==> src/rtl/lscn_pkg.sv <==
// Shared types and constants for the line sensor calibrate/normalize block.
// No dependencies; used by every other file in rtl/ except lscn_ram.
package lscn_pkg;

    // Input mode codes
    typedef enum logic [1:0] {
        MODE_MEASURE     = 2'd0,
        MODE_BLACK       = 2'd1,
        MODE_WHITE       = 2'd2,
        MODE_RAISE_WHITE = 2'd3
    } mode_t;

    // Sequencer states
    typedef enum logic [2:0] {
        S_IDLE,
        S_DIV_AVG,
        S_UPDATE,
        S_DIV_PCT,
        S_EMIT
    } state_t;

    // Divider status toward the sequencer
    typedef struct packed {
        logic busy;
        logic done;
    } div_stat_t;

    localparam int PERCENT_SCALE = 100;
    localparam logic [7:0] DEFAULT_SAMPLES = 8'd20;

endpackage

==> src/rtl/line_sensor_calibrate_normalize.sv <==
// Top level of the line sensor calibrate/normalize block.
// Depends on lscn_pkg, lscn_ram and lscn_div.
//
//  Channel  Signals                                     Direction  Transaction moves
//  -------  ------------------------------------------  ---------  ---------------------------
//  in       in_valid/in_ready, mode, channel, sample    sink       one converter sample
//  out      out_valid/out_ready, out_channel, average,  source     one completed average
//           percent, zero_span
//  cfg      cfg_valid/cfg_ready, cfg_data               sink       samples_per_average write
//
// Sequence: a sample that does not complete an average is absorbed and in_ready
// stays high. A completing sample takes one pass of the shared bit-serial divider
// in capture modes, and a second pass for the percentage in measure mode when the
// span is nonzero.
// Reset: asynchronous, active low; clears the accumulator, count, channel valid
// bits (so every reference reads as zero) and the register back to 20. No sweep.
// Stalls: in_ready is low while a completed average is in progress; the output
// register holds one result, so a new sample is taken while it waits.
module line_sensor_calibrate_normalize #(
    parameter int CHANNELS    = 8,
    parameter int SAMPLE_BITS = 10
) (
    input  logic                          clk,
    input  logic                          rst_n,
    // sample input
    input  logic                          in_valid,
    output logic                          in_ready,
    input  logic [1:0]                    mode,
    input  logic [2:0]                    channel,
    input  logic [SAMPLE_BITS-1:0]        sample,
    // result output
    output logic                          out_valid,
    input  logic                          out_ready,
    output logic [2:0]                    out_channel,
    output logic [SAMPLE_BITS-1:0]        average,
    output logic signed [SAMPLE_BITS+7:0] percent,
    output logic                          zero_span,
    // configuration
    input  logic                          cfg_valid,
    output logic                          cfg_ready,
    input  logic [7:0]                    cfg_data
);

    localparam int SUM_W = SAMPLE_BITS + 8;        // accumulator and dividend width
    localparam int PCT_W = SAMPLE_BITS + 8;        // signed percentage width
    localparam int AW    = (CHANNELS > 1) ? $clog2(CHANNELS) : 1;
    localparam int ENT_W = 3 * SAMPLE_BITS;        // {latest, black, white}

    // ---------------------------------------------------------------
    // Registers
    // ---------------------------------------------------------------
    lscn_pkg::state_t state_reg, state_next;

    logic [7:0]             spa_reg;               // samples_per_average
    logic [SUM_W-1:0]       sum_reg;
    logic [7:0]             cnt_reg;
    logic [CHANNELS-1:0]    vld_reg;               // channel entry written since reset
    logic                   rd_vld_reg;            // valid bit of the entry being read

    logic [1:0]             mode_reg;
    logic [2:0]             ch_reg;
    logic [SAMPLE_BITS-1:0] avg_reg;
    logic [PCT_W-1:0]       res_pct_reg;
    logic                   res_zs_reg;
    logic                   pct_neg_reg;

    logic                   out_valid_reg;
    logic [2:0]             out_ch_reg;
    logic [SAMPLE_BITS-1:0] out_avg_reg;
    logic [PCT_W-1:0]       out_pct_reg;
    logic                   out_zs_reg;

    // ---------------------------------------------------------------
    // Combinational signals
    // ---------------------------------------------------------------
    logic                   in_fire;
    logic                   ch_ok;
    logic [7:0]             n_eff;
    logic [SUM_W-1:0]       sum_next;
    logic [7:0]             cnt_next;
    logic                   run_done;
    logic                   out_free;
    logic [AW-1:0]          in_addr;
    logic [AW-1:0]          ch_addr;

    logic                   ram_re;
    logic                   ram_we;
    logic                   div_start;
    logic                   emit;
    logic [ENT_W-1:0]       ram_rdata;
    logic [ENT_W-1:0]       entry;
    logic [ENT_W-1:0]       entry_new;
    logic [SAMPLE_BITS-1:0] old_latest, old_black, old_white;

    logic [SUM_W-1:0]       div_num;
    logic [SAMPLE_BITS-1:0] div_den;
    logic [SUM_W-1:0]       div_q;
    lscn_pkg::div_stat_t    div_stat;

    logic [SAMPLE_BITS-1:0] avg_sat;
    logic [SAMPLE_BITS:0]   num_diff, den_diff;
    logic [SAMPLE_BITS:0]   num_abs, den_abs;
    logic [SUM_W-1:0]       pct_signed;
    logic                   span_zero;
    logic                   measure;

    assign cfg_ready = 1'b1;
    assign in_fire   = in_valid && in_ready;
    assign ch_ok     = ({29'd0, channel} < 32'(CHANNELS));
    assign n_eff     = (spa_reg == 8'd0) ? 8'd1 : spa_reg;
    assign sum_next  = sum_reg + SUM_W'(sample);
    assign cnt_next  = cnt_reg + 8'd1;
    assign run_done  = ch_ok && (cnt_next >= n_eff);
    assign out_free  = !out_valid_reg || out_ready;
    assign in_addr   = AW'(channel);
    assign ch_addr   = AW'(ch_reg);
    assign measure   = (lscn_pkg::mode_t'(mode_reg) == lscn_pkg::MODE_MEASURE);

    // Entry unwritten since reset reads as all zero
    assign entry = rd_vld_reg ? ram_rdata : '0;
    assign old_latest = entry[3*SAMPLE_BITS-1:2*SAMPLE_BITS];
    assign old_black  = entry[2*SAMPLE_BITS-1:SAMPLE_BITS];
    assign old_white  = entry[SAMPLE_BITS-1:0];

    // Quotient of sum/n saturates at the sample range (count lowered mid-run)
    assign avg_sat = (|div_q[SUM_W-1:SAMPLE_BITS]) ? '1 : div_q[SAMPLE_BITS-1:0];

    // Percentage operands as magnitudes; sign applied after division
    assign num_diff  = {1'b0, avg_reg} - {1'b0, old_black};
    assign den_diff  = {1'b0, old_white} - {1'b0, old_black};
    assign num_abs   = num_diff[SAMPLE_BITS] ? (~num_diff + 1'b1) : num_diff;
    assign den_abs   = den_diff[SAMPLE_BITS] ? (~den_diff + 1'b1) : den_diff;
    assign span_zero = (old_white == old_black);
    assign pct_signed = pct_neg_reg ? (~div_q + 1'b1) : div_q;

    // New entry contents by mode
    always_comb
    begin
        entry_new = entry;
        unique case (lscn_pkg::mode_t'(mode_reg))
            lscn_pkg::MODE_MEASURE:
            begin
                entry_new[3*SAMPLE_BITS-1:2*SAMPLE_BITS] = avg_reg;
            end
            lscn_pkg::MODE_BLACK:
            begin
                entry_new[3*SAMPLE_BITS-1:2*SAMPLE_BITS] = avg_reg;
                entry_new[2*SAMPLE_BITS-1:SAMPLE_BITS]   = avg_reg;
            end
            lscn_pkg::MODE_WHITE:
            begin
                entry_new[3*SAMPLE_BITS-1:2*SAMPLE_BITS] = avg_reg;
                entry_new[SAMPLE_BITS-1:0]               = avg_reg;
            end
            lscn_pkg::MODE_RAISE_WHITE:
            begin
                entry_new[3*SAMPLE_BITS-1:2*SAMPLE_BITS] = old_latest;
                if (avg_reg > old_white)
                begin
                    entry_new[SAMPLE_BITS-1:0] = avg_reg;
                end
            end
            default:
            begin
                entry_new = entry;
            end
        endcase
    end

    // Divider operand select: average pass at accept, percentage pass in UPDATE
    always_comb
    begin
        if (state_reg == lscn_pkg::S_UPDATE)
        begin
            div_num = SUM_W'(num_abs[SAMPLE_BITS-1:0]) * SUM_W'(lscn_pkg::PERCENT_SCALE);
            div_den = den_abs[SAMPLE_BITS-1:0];
        end
        else
        begin
            div_num = sum_next;
            div_den = SAMPLE_BITS'(n_eff);
        end
    end

    // ---------------------------------------------------------------
    // Sequencer: next state
    // ---------------------------------------------------------------
    always_comb
    begin
        state_next = state_reg;
        unique case (state_reg)
            lscn_pkg::S_IDLE:
            begin
                if (in_fire && run_done)
                begin
                    state_next = lscn_pkg::S_DIV_AVG;
                end
            end
            lscn_pkg::S_DIV_AVG:
            begin
                if (div_stat.done)
                begin
                    state_next = lscn_pkg::S_UPDATE;
                end
            end
            lscn_pkg::S_UPDATE:
            begin
                if (measure && !span_zero)
                begin
                    state_next = lscn_pkg::S_DIV_PCT;
                end
                else
                begin
                    state_next = lscn_pkg::S_EMIT;
                end
            end
            lscn_pkg::S_DIV_PCT:
            begin
                if (div_stat.done)
                begin
                    state_next = lscn_pkg::S_EMIT;
                end
            end
            lscn_pkg::S_EMIT:
            begin
                if (out_free)
                begin
                    state_next = lscn_pkg::S_IDLE;
                end
            end
            default:
            begin
                state_next = lscn_pkg::S_IDLE;
            end
        endcase
    end

    // ---------------------------------------------------------------
    // Sequencer: outputs
    // ---------------------------------------------------------------
    always_comb
    begin
        in_ready  = 1'b0;
        ram_re    = 1'b0;
        ram_we    = 1'b0;
        div_start = 1'b0;
        emit      = 1'b0;
        unique case (state_reg)
            lscn_pkg::S_IDLE:
            begin
                in_ready  = 1'b1;
                ram_re    = in_fire && run_done;
                div_start = in_fire && run_done;
            end
            lscn_pkg::S_DIV_AVG:
            begin
            end
            lscn_pkg::S_UPDATE:
            begin
                ram_we    = 1'b1;
                div_start = measure && !span_zero;
            end
            lscn_pkg::S_DIV_PCT:
            begin
            end
            lscn_pkg::S_EMIT:
            begin
                emit = out_free;
            end
            default:
            begin
            end
        endcase
    end

    // ---------------------------------------------------------------
    // Control registers
    // ---------------------------------------------------------------
    always_ff @(posedge clk or negedge rst_n)
    begin
        if (!rst_n)
        begin
            state_reg     <= lscn_pkg::S_IDLE;
            spa_reg       <= lscn_pkg::DEFAULT_SAMPLES;
            sum_reg       <= '0;
            cnt_reg       <= '0;
            vld_reg       <= '0;
            rd_vld_reg    <= 1'b0;
            out_valid_reg <= 1'b0;
        end
        else
        begin
            state_reg <= state_next;
            if (cfg_valid && cfg_ready)
            begin
                spa_reg <= cfg_data;
            end
            // out-of-range channels leave the run untouched
            if (in_fire && ch_ok)
            begin
                if (run_done)
                begin
                    sum_reg <= '0;
                    cnt_reg <= '0;
                end
                else
                begin
                    sum_reg <= sum_next;
                    cnt_reg <= cnt_next;
                end
            end
            if (ram_re)
            begin
                rd_vld_reg <= vld_reg[in_addr];
            end
            if (ram_we)
            begin
                vld_reg[ch_addr] <= 1'b1;
            end
            if (emit)
            begin
                out_valid_reg <= 1'b1;
            end
            else if (out_ready)
            begin
                out_valid_reg <= 1'b0;
            end
        end
    end

    // ---------------------------------------------------------------
    // Payload registers
    // ---------------------------------------------------------------
    always_ff @(posedge clk)
    begin
        if (ram_re)
        begin
            mode_reg <= mode;
            ch_reg   <= channel;
        end
        if (state_reg == lscn_pkg::S_DIV_AVG && div_stat.done)
        begin
            avg_reg <= avg_sat;
        end
        if (state_reg == lscn_pkg::S_UPDATE)
        begin
            res_pct_reg <= '0;
            res_zs_reg  <= measure && span_zero;
            pct_neg_reg <= num_diff[SAMPLE_BITS] ^ den_diff[SAMPLE_BITS];
        end
        if (state_reg == lscn_pkg::S_DIV_PCT && div_stat.done)
        begin
            res_pct_reg <= pct_signed;
        end
        if (emit)
        begin
            out_ch_reg  <= ch_reg;
            out_avg_reg <= avg_reg;
            out_pct_reg <= res_pct_reg;
            out_zs_reg  <= res_zs_reg;
        end
    end

    assign out_valid   = out_valid_reg;
    assign out_channel = out_ch_reg;
    assign average     = out_avg_reg;
    assign percent     = out_pct_reg;
    assign zero_span   = out_zs_reg;

    // ---------------------------------------------------------------
    // Per-channel store and shared divider
    // ---------------------------------------------------------------
    // Reads happen only in IDLE and writes only in UPDATE, so the sequencer
    // keeps read and write of one entry from overlapping.
    lscn_ram #(
        .WIDTH (ENT_W),
        .DEPTH (CHANNELS)
    ) u_ram (
        .clk   (clk),
        .we    (ram_we),
        .waddr (ch_addr),
        .wdata (entry_new),
        .re    (ram_re),
        .raddr (in_addr),
        .rdata (ram_rdata)
    );

    lscn_div #(
        .N_W (SUM_W),
        .D_W (SAMPLE_BITS)
    ) u_div (
        .clk      (clk),
        .rst_n    (rst_n),
        .start    (div_start),
        .num      (div_num),
        .den      (div_den),
        .stat     (div_stat),
        .quotient (div_q)
    );

    // ---------------------------------------------------------------
    // Assertions
    // ---------------------------------------------------------------
    a_done_in_div_state: assert property (@(posedge clk) disable iff (!rst_n)
        div_stat.done |-> (state_reg == lscn_pkg::S_DIV_AVG ||
                           state_reg == lscn_pkg::S_DIV_PCT))
        else $error("divider finished outside a divide state");

    a_run_cleared: assert property (@(posedge clk) disable iff (!rst_n)
        (state_reg != lscn_pkg::S_IDLE) |-> (sum_reg == '0 && cnt_reg == '0))
        else $error("accumulator not cleared while an average is in progress");

    a_complete_starts_div: assert property (@(posedge clk) disable iff (!rst_n)
        (in_fire && run_done) |=> (state_reg == lscn_pkg::S_DIV_AVG && div_stat.busy))
        else $error("completed run did not start the average division");

    a_zero_span_pct: assert property (@(posedge clk) disable iff (!rst_n)
        (out_valid && zero_span) |-> (percent == '0))
        else $error("zero span result carries a nonzero percentage");

    a_no_start_when_busy: assert property (@(posedge clk) disable iff (!rst_n)
        div_start |-> !div_stat.busy)
        else $error("divider restarted while busy");

endmodule

==> src/rtl/lscn_ram.sv <==
// Generic single-write, single-read synchronous RAM with registered read data.
// No dependencies.
module lscn_ram #(
    parameter int WIDTH = 30,
    parameter int DEPTH = 8
) (
    input  logic                                    clk,
    input  logic                                    we,
    input  logic [(DEPTH > 1 ? $clog2(DEPTH) : 1)-1:0] waddr,
    input  logic [WIDTH-1:0]                        wdata,
    input  logic                                    re,
    input  logic [(DEPTH > 1 ? $clog2(DEPTH) : 1)-1:0] raddr,
    output logic [WIDTH-1:0]                        rdata
);

    logic [WIDTH-1:0] mem [DEPTH];
    logic [WIDTH-1:0] rdata_reg;

    always_ff @(posedge clk)
    begin
        if (we)
        begin
            mem[waddr] <= wdata;
        end
        if (re)
        begin
            rdata_reg <= mem[raddr];
        end
    end

    assign rdata = rdata_reg;

endmodule

==> src/rtl/lscn_div.sv <==
// Restoring radix-2 unsigned divider, one quotient bit per cycle.
// Depends on lscn_pkg (div_stat_t).
module lscn_div #(
    parameter int N_W = 18,
    parameter int D_W = 10
) (
    input  logic                clk,
    input  logic                rst_n,
    input  logic                start,
    input  logic [N_W-1:0]      num,
    input  logic [D_W-1:0]      den,
    output lscn_pkg::div_stat_t stat,
    output logic [N_W-1:0]      quotient
);

    localparam int CW = (N_W > 1) ? $clog2(N_W) : 1;

    logic          busy_reg;
    logic          done_reg;
    logic [CW-1:0] cnt_reg;
    logic [D_W-1:0] rem_reg;
    logic [N_W-1:0] quo_reg;
    logic [D_W-1:0] den_reg;

    logic [D_W:0]   trial;
    logic           ge;
    logic [D_W:0]   diff;
    logic [D_W-1:0] rem_next;

    always_comb
    begin
        trial    = {rem_reg, quo_reg[N_W-1]};
        diff     = trial - {1'b0, den_reg};
        ge       = (trial >= {1'b0, den_reg});
        rem_next = ge ? diff[D_W-1:0] : trial[D_W-1:0];
    end

    always_ff @(posedge clk or negedge rst_n)
    begin
        if (!rst_n)
        begin
            busy_reg <= 1'b0;
            done_reg <= 1'b0;
            cnt_reg  <= '0;
        end
        else
        begin
            done_reg <= 1'b0;
            if (start)
            begin
                busy_reg <= 1'b1;
                cnt_reg  <= CW'(N_W - 1);
            end
            else if (busy_reg)
            begin
                if (cnt_reg == '0)
                begin
                    busy_reg <= 1'b0;
                    done_reg <= 1'b1;
                end
                else
                begin
                    cnt_reg <= cnt_reg - 1'b1;
                end
            end
        end
    end

    // datapath, no reset
    always_ff @(posedge clk)
    begin
        if (start)
        begin
            rem_reg <= '0;
            quo_reg <= num;
            den_reg <= den;
        end
        else if (busy_reg)
        begin
            rem_reg <= rem_next;
            quo_reg <= {quo_reg[N_W-2:0], ge};
        end
    end

    assign stat.busy = busy_reg;
    assign stat.done = done_reg;
    assign quotient  = quo_reg;

endmodule

==> config.mk <==
export PLATFORM = sky130hd
export DESIGN_NAME = line_sensor_calibrate_normalize
export DESIGN_NICKNAME = d
export VERILOG_FILES = /design/src/rtl/lscn_pkg.sv /design/src/rtl/line_sensor_calibrate_normalize.sv /design/src/rtl/lscn_ram.sv /design/src/rtl/lscn_div.sv
export SDC_FILE = /design/constraint.sdc
export NUM_CORES = 1
export LEC_CHECK = 0
export BUFFER_PORTS_ARGS = -buffer_cell sky130_fd_sc_hd__buf_4
export CORE_MARGIN = 5
export CORE_UTILIZATION = 50
export DETAILED_ROUTE_END_ITERATION = 12
export HOLD_SLACK_MARGIN = 0.03
export MAX_ROUTING_LAYER = met4
export PLACE_DENSITY = 0.67
export SYNTH_ARGS = -nofsm -noshare
export SYNTH_HDL_FRONTEND = slang
export SYNTH_SLANG_ARGS = --single-unit
==> constraint.sdc <==
create_clock -name clk -period 13.5 [get_ports clk]
set_input_delay 2.025 -clock clk [delete_from_list [all_inputs] [get_ports clk]]
set_output_delay 2.025 -clock clk [all_outputs]
set_load 0.01 [all_outputs]
# [Word-level counts from Yosys, hierarchy flattened]
# Memory sizes are Yosys's and may differ from the RTL's. A register that Yosys moved wholly into a read port is not among the register bits.
# Index checks and enable logic that the tools add are counted.
# W data, S select, Z words.
[word_totals] ramBits=240 mem_count=1 elab_cells=126 register_bits=159
[memory_table] memory="u_ram.mem" words=8 width=30 rd=1 rd_ports_with_merged_regs=1 wr=1 line_no="lscn_ram.sv:16" source="logic [WIDTH-1:0] mem [DEPTH];"
[classes] muxes=46 bitwise_logic=5 reduce_logical=21 n_eq_ne=13 add_sub_neg=9 multipliers=1 n_lt_le_gt_ge=6
[op_table] cell="$mux W18" count=7
[op_table] cell="$mux W10" count=5
[op_table] cell="$pmux W10 S2" count=2
[op_table] cell="$mux W30" count=1
[op_table] cell="$mux W8" count=3
[op_table] cell="$sub A10 B10 Y11" count=2
[op_table] cell="$add A10 B1 Y10 const B" count=2
[op_table] cell="$not A10 Y10" count=2
[op_table] cell="$add A18 B1 Y18 const B" count=1
[op_table] cell="$add A18 B10 Y18" count=1
[op_table] cell="$not A18 Y18" count=1
[op_table] cell="$mux W1" count=16
[op_table] cell="$mul A10 B5 Y15 const B" count=1
[op_table] cell="$mux W3" count=5
[op_table] cell="$mux W5" count=3
[op_table] cell="$pmux W3 S5" count=1
[op_table] cell="$ge A11 B10 Y1" count=1
[op_table] cell="$eq A10 B10 Y1" count=1
[op_table] cell="$gt A10 B10 Y1" count=1
[op_table] cell="$sub A10 B10 Y10" count=1
[op_table] cell="$add A8 B1 Y8 const B" count=1
[op_table] cell="$ge A8 B8 Y1" count=1
[op_table] cell="$logic_not A8 Y1" count=1
[op_table] cell="$lt A3 B4 Y1 const B" count=2
[op_table] cell="other kinds (25)" count=39

# [Logic depth before layout (Yosys ltp)]
[depth] ltp_word=8 mapped_depth=24

# [Hierarchy]
# From an unflattened synthesis, not the netlist that was laid out.
[hier_totals] cells_unflattened=1523 area_unflattened_um2=21125.3
[modules_own_cells] mod="lscn_ram" seq_area_each_um2=8107.8 area_per_inst_um2=10197.3 n_inst=1 cells_each=390
[modules_own_cells] mod="line_sensor_calibrate_normalize" seq_area_each_um2=3190.6 area_per_inst_um2=8523.2 n_inst=1 cells_each=919
[modules_own_cells] mod="lscn_div" seq_area_each_um2=1216.2 area_per_inst_um2=2404.8 n_inst=1 cells_each=214

# [Worst setup path after synthesis]
# Ideal clock, no wire load.
[synth_timing] path_type="flip-flop to flip-flop" start="register rd_vld_reg" end="register u_div.quo_reg[16], in the netlist u_div.quotient[16], data pin" arrival_time_ns=5.329 slack_ns=7.915 stages_incl_launch_ff=24 required_time_ns=13.244 path_buffers=1 path_cell_list="dfrtp_1 clkbuf_1 nand2_1 ha_1 nor2b_1 o31a_1 or4b_1 nand3_1 nor3_1 a31oi_1 xnor2_1 ha_1 ha_1 inv_1 fa_1 inv_1 ha_1 o21a_1 or2_2 a31o_2 a31oi_1 xor2_1 a22oi_1 a22o_1"
[synth_via] elab_chain_cells=8 elab_cells_between_ends=12 cone_classes="add/sub: 2; mul: 1; eq/ne: 1; mux: 5; bitwise: 1; reduce/logical: 2"
[synth_lines] element="start: declaration" line_no="line_sensor_calibrate_normalize.sv:58" source="logic rd_vld_reg;"
[synth_lines] element="start signal: assignment" line_no="line_sensor_calibrate_normalize.sv:314" source="rd_vld_reg <= vld_reg[in_addr];"
[synth_lines] element="$mux W30 (*)" line_no="line_sensor_calibrate_normalize.sv:120" source="assign entry = rd_vld_reg ? ram_rdata : '0;"
[synth_lines] element="$sub A10 B10 Y11" line_no="line_sensor_calibrate_normalize.sv:129" source="assign num_diff = {1'b0, avg_reg} - {1'b0, old_black};"
[synth_lines] element="$not A10 Y10" line_no="line_sensor_calibrate_normalize.sv:131" source="assign num_abs = num_diff[SAMPLE_BITS] ? (~num_diff + 1'b1) : num_diff;"
[synth_lines] element="$add A10 B1 Y10" line_no="line_sensor_calibrate_normalize.sv:131"
[synth_lines] element="$mux W10" line_no="line_sensor_calibrate_normalize.sv:131"
[synth_lines] element="$mul A10 B5 Y15" line_no="line_sensor_calibrate_normalize.sv:175" source="div_num = SUM_W'(num_abs[SAMPLE_BITS-1:0]) * SUM_W'(lscn_pkg::PERCENT_SCALE);"
[synth_lines] element="$mux W18" line_no="line_sensor_calibrate_normalize.sv:173" source="if (state_reg == lscn_pkg::S_UPDATE)"
[synth_lines] element="$mux W18 (*)" line_no="lscn_div.sv:72" source="if (start)"
[synth_lines] element="end signal: assignment" line_no="lscn_div.sv:75" source="quo_reg <= num;"
[synth_lines] element="end signal: assignment" line_no="lscn_div.sv:81" source="quo_reg <= {quo_reg[N_W-2:0], ge};"
[synth_lines] element="end: declaration" line_no="lscn_div.sv:22" source="logic [N_W-1:0] quo_reg;"
# Mark *: on every way between the ends. The rest lies on a longest branch, timed or not.
# A chain may end at the register's enable or synchronous reset.

# [Worst setup path in the final report]
# Same ends and word-level chain as after synthesis.

==> results.py <==
metrics = {
    "run_status": {
        "run_status": "complete, no violations",
    },
    "place": {
        "gp_congestion": 0.863,
        "dp_hpwl_um": 26800,
        "port_buffers": 61,
        "place_inst": 1829,
    },
    "logic_synthesis": {
        "synthArstFlopShare": 0.159,
        "syn_inst": 1346,
        "syn_nets": 1481,
        "synth_edf_count": 275,
        "synthFlopType": "edfxtp_1",
        "synth_commonest_cells": "275 x edfxtp_1, 117 x nand2_1, 98 x ha_1",
        "syn_avg_cell_area_um2": 12.9,
        "yosys.area.top_type": "edfxtp_1",
        "yosysSeqAreaShare": 0.566,
        "synth_area_um2": 17300,
        "synth_top_area_frac": 0.477,
        "ys_top_cells_by_area": "edfxtp_1 48%, dfrtp_1 7.5%, ha_1 7.1%",
        "ys_ff_latch": 339,
        "netlist-cell-type-count": 83,
        "yosys_warnings": 0,
        "yosysMostFrequentCell": "edfxtp_1",
    },
    "flow_run": {
        "drv_cap": 0,
    },
    "cts": {
        "numCtsBuffers": 36,
        "insertion_delay_ns": 0.53,
        "post_cts_buffers": 0,
        "cts_resized": 0,
        "h-tree-depth": 2,
        "cts_tree": "done",
        "cts_root_buffer": "clkbuf_16",
        "hold_buffers": 0,
        "clock-sinks": 339,
        "clock_path_buffers": 3,
        "clkSlewWorstSetupHoldPaths_ns": 0.06,
    },
    "hold_path": {
        "hold_path.class": "register to register",
        "hold_start": "res_pct_reg[11]",
    },
    "timing": {
        "timing.final.crit_share": 0.467,
        "skew_ns": 0.0155,
        "setup_viol": 0,
        "tns_ns": 0,
        "worst_hold_slack_ns": 0.422,
        "worstMarginPinSlew_ns": 1.11,
        "slew_violations": 0,
        "rsz0062_at_grt": "false",
        "final-hold-violation-count": 0,
        "relSlewSlack": 0.254,
        "post-route-min-period_ns": 6.31,
        "fmax_mhz": 158,
    },
    "cells_and_area": {
        "syn_to_final_growth_pct": 12.0,
        "regArea_um2": 9810,
        "multi_input_area_um2": 7110,
        "stdcell_count": 1895,
        "antennaDiodeCount": 0,
        "largest_reg_flops": 160,
        "drive_gt1_frac": 0.169,
        "fillers": 2839,
        "nets": 1547,
    },
    "power_and_ir_drop": {
        "ir_worst_vdd_mv": 0.105,
        "powerDensity_nw_per_um2": 181,
        "leakagePower_nw": 7.48,
    },
    "critical_path": {
        "regToRegSetupSlack_ns": 7.19,
        "cp-start-kind": "register",
        "crit_start": "rd_vld_reg",
        "crit_fanout": 21,
        "required_ns": 13.77,
        "crit_type": "register to register",
        "critPathArrivalTime_ns": 6.58,
        "end_kind": "register",
        "r2r_start": "rd_vld_reg",
    },
    "route": {
        "vias": 10923,
        "wl_per_cell_um": 20.4,
        "drtAntennaViolNets": 0,
        "dr.pass1.iters": 5,
        "via_per_inst": 5.76,
        "drc_errors": 0,
        "drt_iter0_markers": 758,
        "routed_wl_um": 38700,
    },
    "die": {
        "fp.dieArea_um2": 38500,
        "die_y_um": 196,
        "die_w_um": 196,
        "rows": 68,
        "start_util": 0.504,
        "core-area_um2": 34400,
        "io_pins": 63,
    },
    "global_route": {
        "overflow": 0,
        "grt_max_degree": 55,
        "grt_usage": 0.206,
        "grt_pass1_wl_um": 60200,
        "grt_antenna_before_repair": 0,
        "grt_pass1_vias": 10517,
    },
}
==> final cells by class <==
type | count | area share
Clock buffer | 48 | 0.0503
Clock inverter | 18 | 0.00748
Inverter | 66 | 0.0128
Multi-Input combinational cell | 895 | 0.366
Sequential cell | 339 | 0.505
Tap cell | 455 | 0.0293
Timing Repair Buffer | 74 | 0.0286
==> critical path, stage by stage (launching register included) <==
cell     delay [ns]
dfrtp_1        0.73
and2_1         0.27
ha_1           0.19
inv_1          0.06
fa_1           0.42
a21o_1         0.18
a21oi_1        0.17
xnor2_1        0.14
nor3_1         0.40
a31oi_1        0.17
xnor2_1        0.40
ha_1           0.31
ha_1           0.28
inv_1          0.05
fa_1           0.50
inv_1          0.04
ha_1           0.32
o21a_1         0.21
or2_2          0.27
a31o_2         0.25
a31oi_1        0.21
xor2_1         0.18
a22oi_1        0.08
a22o_1         0.22
==> worst paths after layout <==
| path | depth (start not counted) | end |
|---|---|---|
| setup reg to reg | 23 | u_div.quotient[16] |
| max in group asynchronous | 1 | rd_vld_reg |
| hold reg to reg | 0 | percent[11] |
| hold / removal | 0 | percent[11] |
| min in group asynchronous | 1 | sum_reg[3] |
| setup / recovery | 23 | u_div.quotient[16] |
==> report_power, final <==
group	internal (mW)	total [mW]	switching [mW]	leakage, nW
clock network	0.534	0.936	0.402	0.553
logic	0.503	1.19	0.685	3.62
registers	1.26	1.39	0.125	3.31
==> cell usage in the layout, fill, tap and decap left out, types with 14 or more instances in the layout <==
cell       count
mux2_2        38
dfrtp_1       52
inv_1         65
nand2_1      117
nor2b_1       18
nand2b_1      14
a21o_1        16
o21a_1        15
or2_2         15
a21oi_1       51
xnor2_1       39
nor2_1        79
xor2_1        39
nand3_1       18
clkbuf_16     36
nor3_1        21
mux4_2        42
buf_4         74
ha_1          98
edfxtp_1     275
o21ai_0       76
==> per-stage QoR <==
step	utilization	area (um^2)	power (mW)	setup slack, ns
2_1_floorplan	-	17300	2.28	7.91
3_3_place_gp	0.532	18300	2.56	7.38
3_5_place_dp	0.532	18300	2.59	7.30
4_1_cts	0.565	19400	3.53	7.22
5_1_grt	0.565	19400	3.74	6.80
6_report	0.565	19400	3.51	7.19
==> logic make-up (layout without fill, tap and decap cells) <==
logic type               after synthesis  after routing  synth area share
AND/OR/NAND/NOR                      363            363             0.104
XOR/XNOR                              78             78            0.0394
multiplexers                          94             94            0.0874
adder cells (fa/ha/maj)              107            107            0.0812
flip-flops                           339            339             0.566
buffers and inverters                112            206            0.0265
other                                  1              1          0.000216
AO/OA/AOI/OAI                        252            252            0.0952
==> routing by layer <==
| layer | track usage | part of all wire |
|---|---|---|
| met1 | 0.302 | 0.47 |
| met2 | 0.310 | 0.46 |
| met4 | 0.0471 | 0.021 |
| met3 | 0.0273 | 0.047 |
| met5 | - | 0 |
Note: power is estimated with default switching activity, not from simulation.
